**src/rtl/dttm_pkg.sv**
```systemverilog
package dttm_pkg;

  // Default number of fraction digits in the fixed-point result.
  localparam int unsigned FRACTION_DIGITS_DEF = 6;

  // Widths of the value path and of the padding count (holds up to fifteen).
  localparam int unsigned ACC_W = 64;
  localparam int unsigned PAD_W = 4;

  // Character codes the scanner recognizes.
  localparam logic [7:0] CHAR_ZERO  = 8'h30;
  localparam logic [7:0] CHAR_NINE  = 8'h39;
  localparam logic [7:0] CHAR_POINT = 8'h2E;

  // A finished token on its way through the padding pipeline.
  // acc is kept at zero whenever good is low.
  typedef struct packed {
    logic             good;
    logic [PAD_W-1:0] pads;
    logic [ACC_W-1:0] acc;
  } tok_t;

endpackage

```
**src/rtl/dttm_scan.sv**
```systemverilog
module dttm_scan #(
  parameter int unsigned FRACTION_DIGITS = dttm_pkg::FRACTION_DIGITS_DEF
) (
  input  logic              clk,
  input  logic              rst_n,
  input  logic              in_tvalid,
  output logic              in_tready,
  input  logic [7:0]        in_tdata,
  input  logic [0:0]        in_tuser,
  input  logic              in_tlast,
  output logic              tok_valid,
  input  logic              tok_ready,
  output dttm_pkg::tok_t    tok
);

  localparam int unsigned CntW = (FRACTION_DIGITS < 1) ? 1 : $clog2(FRACTION_DIGITS + 1);

  logic [dttm_pkg::ACC_W-1:0] acc_r, acc_nxt;
  logic                       point_r, point_nxt;
  logic                       digit_r, digit_nxt;
  logic                       failed_r, failed_nxt;
  logic [CntW-1:0]            cnt_r, cnt_nxt;
  logic                       tok_valid_r, tok_valid_nxt;
  dttm_pkg::tok_t             tok_r, tok_nxt;

  logic                       accept;
  logic                       is_digit;
  logic [7:0]                 dig_diff;
  logic [3:0]                 digit;
  logic [dttm_pkg::ACC_W+3:0] shifted;
  logic                       skip_digit;

  // The token register frees up when it is empty or its transfer completes.
  assign in_tready = !tok_valid_r || tok_ready;
  assign accept    = in_tvalid && in_tready;

  assign is_digit = in_tdata inside {[dttm_pkg::CHAR_ZERO:dttm_pkg::CHAR_NINE]};
  assign dig_diff = in_tdata - dttm_pkg::CHAR_ZERO;
  assign digit    = dig_diff[3:0];

  // Accumulator times ten plus the digit, wide enough to see any overflow.
  assign shifted = ({4'b0, acc_r} << 3) + ({4'b0, acc_r} << 1)
                 + {{dttm_pkg::ACC_W{1'b0}}, digit};

  // Fraction digits past the kept precision are checked and then dropped.
  assign skip_digit = point_r && (cnt_r >= CntW'(FRACTION_DIGITS));

  // Token state update for one accepted character.
  always_comb begin
    acc_nxt    = acc_r;
    point_nxt  = point_r;
    digit_nxt  = digit_r;
    failed_nxt = failed_r;
    cnt_nxt    = cnt_r;
    if (accept && in_tuser[0] && !failed_r) begin
      if (is_digit) begin
        digit_nxt = 1'b1;
        if (!skip_digit) begin
          if (point_r) begin
            cnt_nxt = cnt_r + 1'b1;
          end
          if (shifted[dttm_pkg::ACC_W+3:dttm_pkg::ACC_W] != 4'b0) begin
            failed_nxt = 1'b1;
          end else begin
            acc_nxt = shifted[dttm_pkg::ACC_W-1:0];
          end
        end
      end else if (in_tdata == dttm_pkg::CHAR_POINT) begin
        if (point_r) begin
          failed_nxt = 1'b1;
        end else begin
          point_nxt = 1'b1;
        end
      end else begin
        failed_nxt = 1'b1;
      end
    end
  end

  // On the last character, hand the token to the padding stages.
  always_comb begin
    tok_valid_nxt = tok_valid_r;
    tok_nxt       = tok_r;
    if (in_tready) begin
      tok_valid_nxt = accept && in_tlast;
    end
    if (accept && in_tlast) begin
      tok_nxt.good = !failed_nxt && digit_nxt;
      tok_nxt.acc  = tok_nxt.good ? acc_nxt : '0;
      tok_nxt.pads = dttm_pkg::PAD_W'(FRACTION_DIGITS) - dttm_pkg::PAD_W'(cnt_nxt);
    end
  end

  // State registers; the token state clears after every last character.
  always_ff @(posedge clk) begin
    if (!rst_n) begin
      acc_r       <= '0;
      point_r     <= 1'b0;
      digit_r     <= 1'b0;
      failed_r    <= 1'b0;
      cnt_r       <= '0;
      tok_valid_r <= 1'b0;
    end else begin
      tok_valid_r <= tok_valid_nxt;
      if (accept && in_tlast) begin
        acc_r    <= '0;
        point_r  <= 1'b0;
        digit_r  <= 1'b0;
        failed_r <= 1'b0;
        cnt_r    <= '0;
      end else begin
        acc_r    <= acc_nxt;
        point_r  <= point_nxt;
        digit_r  <= digit_nxt;
        failed_r <= failed_nxt;
        cnt_r    <= cnt_nxt;
      end
    end
  end

  always_ff @(posedge clk) begin
    tok_r <= tok_nxt;
  end

  assign tok_valid = tok_valid_r;
  assign tok       = tok_r;

  // The token state is clean after a last character has been taken.
  a_clear_after_last: assert property (@(posedge clk) disable iff (!rst_n)
    (accept && in_tlast) |=> (acc_r == '0 && !point_r && !digit_r && !failed_r && cnt_r == '0))
    else $error("token state not cleared after last character");

  // The kept fraction count never passes the configured precision.
  a_cnt_range: assert property (@(posedge clk) disable iff (!rst_n)
    cnt_r <= CntW'(FRACTION_DIGITS))
    else $error("fraction count beyond precision");

  // An error sticks until the token ends.
  a_failed_sticky: assert property (@(posedge clk) disable iff (!rst_n)
    (failed_r && !(accept && in_tlast)) |=> failed_r)
    else $error("error flag dropped inside a token");

endmodule

```
**src/rtl/dttm_pad_stage.sv**
```systemverilog
module dttm_pad_stage (
  input  logic           clk,
  input  logic           rst_n,
  input  logic           up_valid,
  output logic           up_ready,
  input  dttm_pkg::tok_t up_tok,
  output logic           dn_valid,
  input  logic           dn_ready,
  output dttm_pkg::tok_t dn_tok
);

  logic                       vld_r, vld_nxt;
  dttm_pkg::tok_t             tok_r, tok_nxt;
  logic [dttm_pkg::ACC_W+3:0] prod;

  assign up_ready = !vld_r || dn_ready;
  assign vld_nxt  = up_ready ? up_valid : vld_r;

  // One padding digit: multiply by ten while pads remain, flag overflow.
  assign prod = ({4'b0, up_tok.acc} << 3) + ({4'b0, up_tok.acc} << 1);

  always_comb begin
    tok_nxt = up_tok;
    if (up_tok.good && up_tok.pads != '0) begin
      tok_nxt.pads = up_tok.pads - 1'b1;
      if (prod[dttm_pkg::ACC_W+3:dttm_pkg::ACC_W] != 4'b0) begin
        tok_nxt.good = 1'b0;
        tok_nxt.acc  = '0;
      end else begin
        tok_nxt.acc = prod[dttm_pkg::ACC_W-1:0];
      end
    end
  end

  always_ff @(posedge clk) begin
    if (!rst_n) begin
      vld_r <= 1'b0;
    end else begin
      vld_r <= vld_nxt;
    end
  end

  always_ff @(posedge clk) begin
    if (up_valid && up_ready) begin
      tok_r <= tok_nxt;
    end
  end

  assign dn_valid = vld_r;
  assign dn_tok   = tok_r;

endmodule

```
**src/rtl/decimal_text_to_millionths.sv**
```systemverilog
// After its last character is transferred, a result passes the token register and then
// one register per padding stage. Throughput: one character per cycle, and a result per
// cycle when tokens are one character, both while out_tready does not stall the pipeline.
// Each padding stage multiplies by ten at most once, so padding flows down the pipeline.
// Reset (synchronous, rst_n low) clears the token state and empties the pipeline.
module decimal_text_to_millionths #(
  parameter int unsigned FRACTION_DIGITS = dttm_pkg::FRACTION_DIGITS_DEF
) (
  input  logic        clk,
  input  logic        rst_n,
  input  logic        in_tvalid,
  output logic        in_tready,
  input  logic [7:0]  in_tdata,   // [7:0] char_code
  input  logic [0:0]  in_tuser,   // [0] has_char
  input  logic        in_tlast,
  output logic        out_tvalid,
  input  logic        out_tready,
  output logic [63:0] out_tdata,  // [63:0] value_millionths
  output logic [0:0]  out_tuser   // [0] ok
);

  dttm_pkg::tok_t stg       [0:FRACTION_DIGITS];
  logic           stg_valid [0:FRACTION_DIGITS];
  logic           stg_ready [0:FRACTION_DIGITS];

  // Character scanner and token register.
  dttm_scan #(
    .FRACTION_DIGITS(FRACTION_DIGITS)
  ) u_scan (
    .clk       (clk),
    .rst_n     (rst_n),
    .in_tvalid (in_tvalid),
    .in_tready (in_tready),
    .in_tdata  (in_tdata),
    .in_tuser  (in_tuser),
    .in_tlast  (in_tlast),
    .tok_valid (stg_valid[0]),
    .tok_ready (stg_ready[0]),
    .tok       (stg[0])
  );

  // Padding pipeline, at most one multiply by ten per stage.
  for (genvar i = 0; i < FRACTION_DIGITS; i++) begin : g_pad
    dttm_pad_stage u_pad (
      .clk      (clk),
      .rst_n    (rst_n),
      .up_valid (stg_valid[i]),
      .up_ready (stg_ready[i]),
      .up_tok   (stg[i]),
      .dn_valid (stg_valid[i+1]),
      .dn_ready (stg_ready[i+1]),
      .dn_tok   (stg[i+1])
    );
  end

  // The last stage register drives the result channel.
  assign stg_ready[FRACTION_DIGITS] = out_tready;
  assign out_tvalid   = stg_valid[FRACTION_DIGITS];
  assign out_tdata    = stg[FRACTION_DIGITS].acc;
  assign out_tuser[0] = stg[FRACTION_DIGITS].good;

  // A failed token always reports a zero value.
  a_fail_zero: assert property (@(posedge clk) disable iff (!rst_n)
    (out_tvalid && !out_tuser[0]) |-> (out_tdata == 64'd0))
    else $error("failed token with nonzero value");

endmodule
```
**config.mk**
```make
export PLATFORM = sky130hd
export DESIGN_NAME = decimal_text_to_millionths
export DESIGN_NICKNAME = d
export VERILOG_FILES = /design/src/rtl/dttm_pkg.sv /design/src/rtl/dttm_scan.sv /design/src/rtl/dttm_pad_stage.sv /design/src/rtl/decimal_text_to_millionths.sv
export SDC_FILE = /design/constraint.sdc
export NUM_CORES = 2
export LEC_CHECK = 0
export BUFFER_PORTS_ARGS = -buffer_cell sky130_fd_sc_hd__buf_2
export CORE_UTILIZATION = 45
export DETAILED_ROUTE_END_ITERATION = 10
export HOLD_SLACK_MARGIN = 0.02
export PLACE_DENSITY = 0.72
export SLEW_MARGIN = 10
export SYNTH_ARGS = -nofsm -noshare
export SYNTH_HDL_FRONTEND = slang
export SYNTH_SLANG_ARGS = --single-unit
```
**constraint.sdc**
```tcl
create_clock -name clk -period 21 [get_ports clk]
set_input_delay 2.1 -clock clk [delete_from_list [all_inputs] [get_ports clk]]
set_output_delay 2.1 -clock clk [all_outputs]
set_load 0.02 [all_outputs]
```
---- Word-level counts from Yosys, hierarchy flattened ----
Index checks and enable logic that the tools add are counted.
storage, ports and cells
  register bits after elaboration ......... 556
  latch bits .............................. 0
  memory bits (writable) .................. 0
  bits in read-only memories .............. 0
  input bits .............................. 14
  output and inout bits ................... 67
  word-level logic and storage cells ...... 139
  memories kept ........................... 0
cells by class
  $add $sub $neg .......................... 17
  multipliers ............................. 0
  div/mod/pow operators ................... 0
  magnitude comparators ................... 3
  equal/unequal tests ..................... 1
  shifts and indexed selects .............. 0
  mux-type cells .......................... 34
  bitwise logic cells ..................... 2
  reduce and logical (&&, ||, !) cells .... 50
operator list
  kind                                                                number
  two-way mux 64 bit                                                  10
  adder 67 x 65 -> 68 bit                                             7
  two-way mux 69 bit                                                  6
  adder 68 x 4 -> 68 bit                                              1
  nonzero test 4 bit                                                  13
  subtractor 4 x 1 -> 4 bit (second input constant)                   7
  logical AND 1 bit                                                   19
  two-way mux 1 bit                                                   14
  two-way mux 3 bit                                                   4
  zero test 1 bit                                                     9
  == test 8 x 6 -> 1 bit (second input constant)                      1
  greater-or-equal comparator 8 x 6 -> 1 bit (second input constant)  1
  <= comparator 8 x 6 -> 1 bit (second input constant)                1
  logical OR 1 bit                                                    7
  subtractor 3 x 3 -> 4 bit (first input constant)                    1
  adder 3 x 1 -> 3 bit (second input constant)                        1
  greater-or-equal comparator 3 bit (second input constant)           1
  AND reduction 3 bit                                                 1
  NOT 1 bit                                                           2
  OR reduction 2 bit                                                  1

---- Logic depth before layout (Yosys ltp) ----
  depth in word-level cells ............... 14
  depth in mapped cells ................... 18
  gate-level depth less buffers ........... 16

---- Cells and area by module ----
From an unflattened synthesis, not the netlist that was laid out.
unflattened totals
  cells, all modules ...................... 6028
  area, all modules ....................... 52510.4 um^2
modules (own cells, without submodules)
  module                               instances  cells each  area an instance (um^2)  sequential area each (um^2)
  dttm_pad_stage (g_pad[1].u_pad ...)  3          814         7134.3                   2092.0
  dttm_pad_stage (g_pad[4].u_pad ...)  2          809         6864.1                   2092.0
  dttm_scan                            1          1166        10304.9                  3493.4
  dttm_pad_stage (g_pad[0].u_pad)      1          802         7074.3                   2092.0

---- Worst setup path before layout ----
OpenSTA, ideal clock, no wires.
  path kind ............................... in2reg
  start point ............................. input out_tready
  end point ............................... register g_pad[1].u_pad.tok_r (netlist bit g_pad[1].u_pad.dn_tok[0]), enable pin
  setup time .............................. 0.602 ns
  arrival time ............................ 7.585 ns
  required time ........................... 20.398 ns
  path slack .............................. 12.813 ns
  cell stages on the path ................. 4
  path buffers ............................ 0
  cells stage by stage .................... nor2b_1 -> and3_1 -> and2_1 -> a21boi_0
on the way
  cells in the longest elaborated chain, start to end .. 6
RTL lines
  what                            RTL line                          source
  start, declared                 decimal_text_to_millionths.sv:17  input logic out_tready,
  logical OR 1 bit (5 in series)  dttm_pad_stage.sv:16              assign up_ready = !vld_r || dn_ready;
  logical AND 1 bit               dttm_pad_stage.sv:44              if (up_valid && up_ready) begin
  end signal, assigned            dttm_pad_stage.sv:45              tok_r <= tok_nxt;
  end, declared                   dttm_pad_stage.sv:13              dttm_pkg::tok_t tok_r, tok_nxt;
No other way between the ends.
A chain may end at the register's enable or synchronous reset.

---- Worst setup path in the final report ----
  start point ............................. input in_tdata[3]
  end point ............................... register u_scan.tok_r (netlist bit u_scan.tok[22]) (data pin)
on the way
  cells in the longest elaborated chain, start to end .. 9
  elaborated cells on any way between the ends .. 20
  those cells by class .................... add/sub (2); order compare (2); eq/ne (1); mux (11); reduce/logical (4)
RTL lines
  what                       RTL line                          source
  start, declared            decimal_text_to_millionths.sv:13  input logic [7:0] in_tdata,
  subtractor 4 x 1 -> 4 bit  dttm_scan.sv:38                   assign dig_diff = in_tdata - dttm_pkg::CHAR_ZERO;
  adder 68 x 4 -> 68 bit     dttm_scan.sv:43                   + {{dttm_pkg::ACC_W{1'b0}}, digit};
  nonzero test 4 bit         dttm_scan.sv:62                   if (shifted[dttm_pkg::ACC_W+3:dttm_pkg::ACC_W] != 4'b0) begin
  two-way mux 1 bit          dttm_scan.sv:62
  two-way mux 1 bit          dttm_scan.sv:58                   if (!skip_digit) begin
  two-way mux 1 bit          dttm_scan.sv:56                   if (is_digit) begin
  two-way mux 1 bit          dttm_scan.sv:55                   if (accept && in_tuser[0] && !failed_r) begin
  zero test 1 bit            dttm_scan.sv:88                   tok_nxt.good = !failed_nxt && digit_nxt;
  logical AND 1 bit          dttm_scan.sv:88
  end signal, assigned       dttm_scan.sv:122                  tok_r <= tok_nxt;
  end, declared              dttm_scan.sv:24                   dttm_pkg::tok_t tok_r, tok_nxt;
Several ways; a longest one is shown, not always the timed one.

==> metrics.yaml <==
syn_nets: 6125
clock_skew_ns: 0.0163
port_buffers: 80
synth_commonest_cells: "769 x nand2_1, 507 x ha_1, 490 x a21oi_1"
synth_top_flop_cell: "edfxtp_1"
fill_cells: 10200
path_clk_slew_ns: 0.06
synth_most_common_cell: "nand2_1"
avgViaCountPerCell: 5.90
ctsHoldBuffers: 0
coreArea_sq_mm: 0.109
row_count: 121
relSlewSlack_pct: 19.6
fp.dieW_um: 334
hold_viol_final: 0
synth_edf_count: 479
gr-total-overflow: 0
synth_warnings: 0
worstPathRequired_ns: 21.35
cpLargestDelayFamily: "compound AO/OA/AOI/OAI gates"
synth.lib_cells_used.distinct: 95
crit_path_max_incr_delay_ns: 0.71
met1_usage_pct: 26.7
grt_start_max_net_pins: 100
hpwlAfterDp_um: 87100
cts_buffer_depth: 3
cap_violations: 0
crit_cells: 18
dieArea_sq_mm: 0.111
setup_viol: 0
antenna_cells: 0
final_net_count: 5999
area_delta_synth_final_pct: 6.84
synth.avg_cell_area_sq_um: 8.84
track_usage_pct: 19.8
maxSlewViolCount: 0
syn_area_sq_mm: 0.0495
grt_pass1_vias: 39000
post-route-period-util_pct: 33.6
clkLatencyLatePin_ns: 0.62
cts_setup_buffers: 0
synthCells: 5596
max_freq_ghz: 0.142
worstHoldStart: "u_scan.digit_r"
yosysTopAreaCell: "edfxtp_1"
use_met2_pct: 32.9
cp_max_fo: 42
endpoint_kind: "flop"
crit_arrival_ns: 7.40
start_util_pct: 45.4
synth_area_leaders: "edfxtp_1 29%, ha_1 13%, nand2_1 5.8%"
drt_iter0_drc: 2780
numCtsBuffers: 66
drive_gt1_share_pct: 6.97
antenna_found_initial: 0
cp-start-kind: "primary input"
crit_type: "primary input to flop"
ir_drop_uv: 54.4
drc: 0
cts_tree: "yes"
avgRoutedWirePerCell_um: 16.3
worst_hold_slack_ns: 0.484
place.gp.congestion: 0.912
synthArstFlopShare_pct: 0
slowest_stage: "o21ai_4"
finalSetupTns_ns: 0
grt_first_pass_wirelength_um: 189000
first_pass_iters: 6
ys_ff_latch: 556
dr_total_vias: 40900
die_y_um: 334
postLayoutCoreUtil_pct: 48.5
ioPinCount: 81
period_minus_slack_ns: 7.05
tightest_slew_ns: 1.20
grt_use_met3_pct: 2.01
cp_cell_sequence: "buf_2 -> inv_1 -> fa_1 -> inv_1 -> fa_1 -> a211oi_1 -> nor4_1 -> nor4_1 -> a2111oi_1 -> o21ai_0 -> o41ai_2 -> nand2_1 -> o41ai_2 -> xor2_1 -> o41ai_1 -> o21ai_4 -> buf_4 -> nor2_1"
reg2reg_depth: 17
cts_max_level: 3
rsz0062_at_grt: "no"
r2r_slack_ns: 15.18
postRouteAntennaNets: 0
worstReg2RegStart: "u_scan.acc_r[0]"
leakage_nw: 21.2
power_density_mw_per_mm2: 50.6
critPathBufInv: 4
routed_wl_um: 113000
regToRegEndpoint: "u_scan.tok[22]"
seq_area_frac_synth_pct: 32.2
status: "finished, final reports clean"
cp-startpoint: "in_tdata[3]"
cts_sinks: 556
min_path_type: "flop to flop"
root_buffer: "clkbuf_16"
busiest_layer: "met2"
worstSetupEndpoint: "u_scan.tok[22]"
cts-resized-gates: 0
netlist.area_leader.share_pct: 29.1
==> worst min path at each step <==
stage | endpoint | slack [ns] | depth (start not counted)
floorplan | u_scan.digit_r | 0.44 | 2
finish | u_scan.digit_r | 0.48 | 2
global route | u_scan.digit_r | 0.50 | 2
global placement | u_scan.digit_r | 0.46 | 2
detailed placement | u_scan.digit_r | 0.46 | 2
CTS | u_scan.digit_r | 0.48 | 2
==> stage by stage <==
| step | total power (W) | instances | area, sq um | worst slack, ns |
|---|---|---|---|---|
| finish | 0.00268 | 6935 | 52800 | 13.95 |
| CTS | 0.00271 | 6935 | 52800 | 14.00 |
| global route | 0.00279 | 6935 | 52800 | 13.63 |
| detailed placement | 0.00154 | 6816 | 50600 | 13.35 |
| floorplan | 0.00148 | 5596 | 49500 | 12.81 |
| global placement | 0.00153 | 6816 | 50600 | 13.44 |
==> cell usage in the layout (no fill, tap or decap), types with 26 or more instances in the layout <==
master / count
nand4_1: 106
nand2b_1: 44
o21a_1: 50
clkbuf_16: 67
o31ai_1: 253
xnor2_1: 228
a21boi_0: 33
edfxtp_1: 479
ha_1: 507
buf_2: 80
o31ai_2: 105
xor2_1: 192
o21ai_0: 292
nor2_1: 376
a21oi_1: 490
a211oi_1: 65
nor3_1: 62
or3_1: 27
nor2b_1: 43
a21o_1: 291
inv_1: 128
dfxtp_1: 77
nand3_1: 90
nand2_1: 762
a31oi_1: 57
and2_1: 27
buf_4: 26
and3_1: 27
mux2i_1: 66
o21bai_1: 98
==> power by group <==
| group | leakage [nW] | internal (W) | switching, W |
|---|---|---|---|
| logic | 15.2 | 0.000113 | 0.000181 |
| clock network | 1.05 | 0.000693 | 0.000462 |
| registers | 4.98 | 0.00121 | 0.0000171 |
==> layout make-up <==
class	count	area, sq um	share of cell area, %
tap	1414	1770	3.35
timing repair buffer	106	596	1.13
multi-input combinational	4611	31900	60.3
inverter	129	484	0.916
sequential	556	15900	30.1
clock buffer	80	1740	3.28
clock inverter	39	454	0.860
==> kinds of logic after synthesis <==
kind of cell | after synthesis | synth area share [%]
xor gates and xnor gates | 420 | 7.44
and+or+nand+nor | 1663 | 15.0
buffers and inverters | 429 | 3.61
DFF | 556 | 32.2
muxes | 68 | 1.40
adders and majority gates | 515 | 13.2
AOI/OAI and AO/OA | 1945 | 27.1
==> state kept, by name (all words and copies together), names as in the netlist <==
| signal | count |
|---|---|
| u_scan.digit_r | 1 |
| u_scan.acc_r | 64 |
| u_scan.failed_r | 1 |
| u_scan.cnt_r | 3 |
| u_scan.point_r | 1 |
| u_scan.tok_valid | 1 |
| g_pad.u_pad.dn_valid | 6 |
| u_scan.tok | 69 |
| g_pad.u_pad.dn_tok | 410 |
==> routing by layer <==
metal  routed length (um)  vias up
li1                     -    20800
met1                53100    18800
met2                51300     1111
met3                 5160      192
met4                 3310        0
met5                    0        -
==> tightest hold or removal path: stages (launching register included) <==
cell and delay, ns:
dfxtp_1 0.31, nor2_1 0.05, nor2_1 0.09
Power figures use the tool's default switching activity.
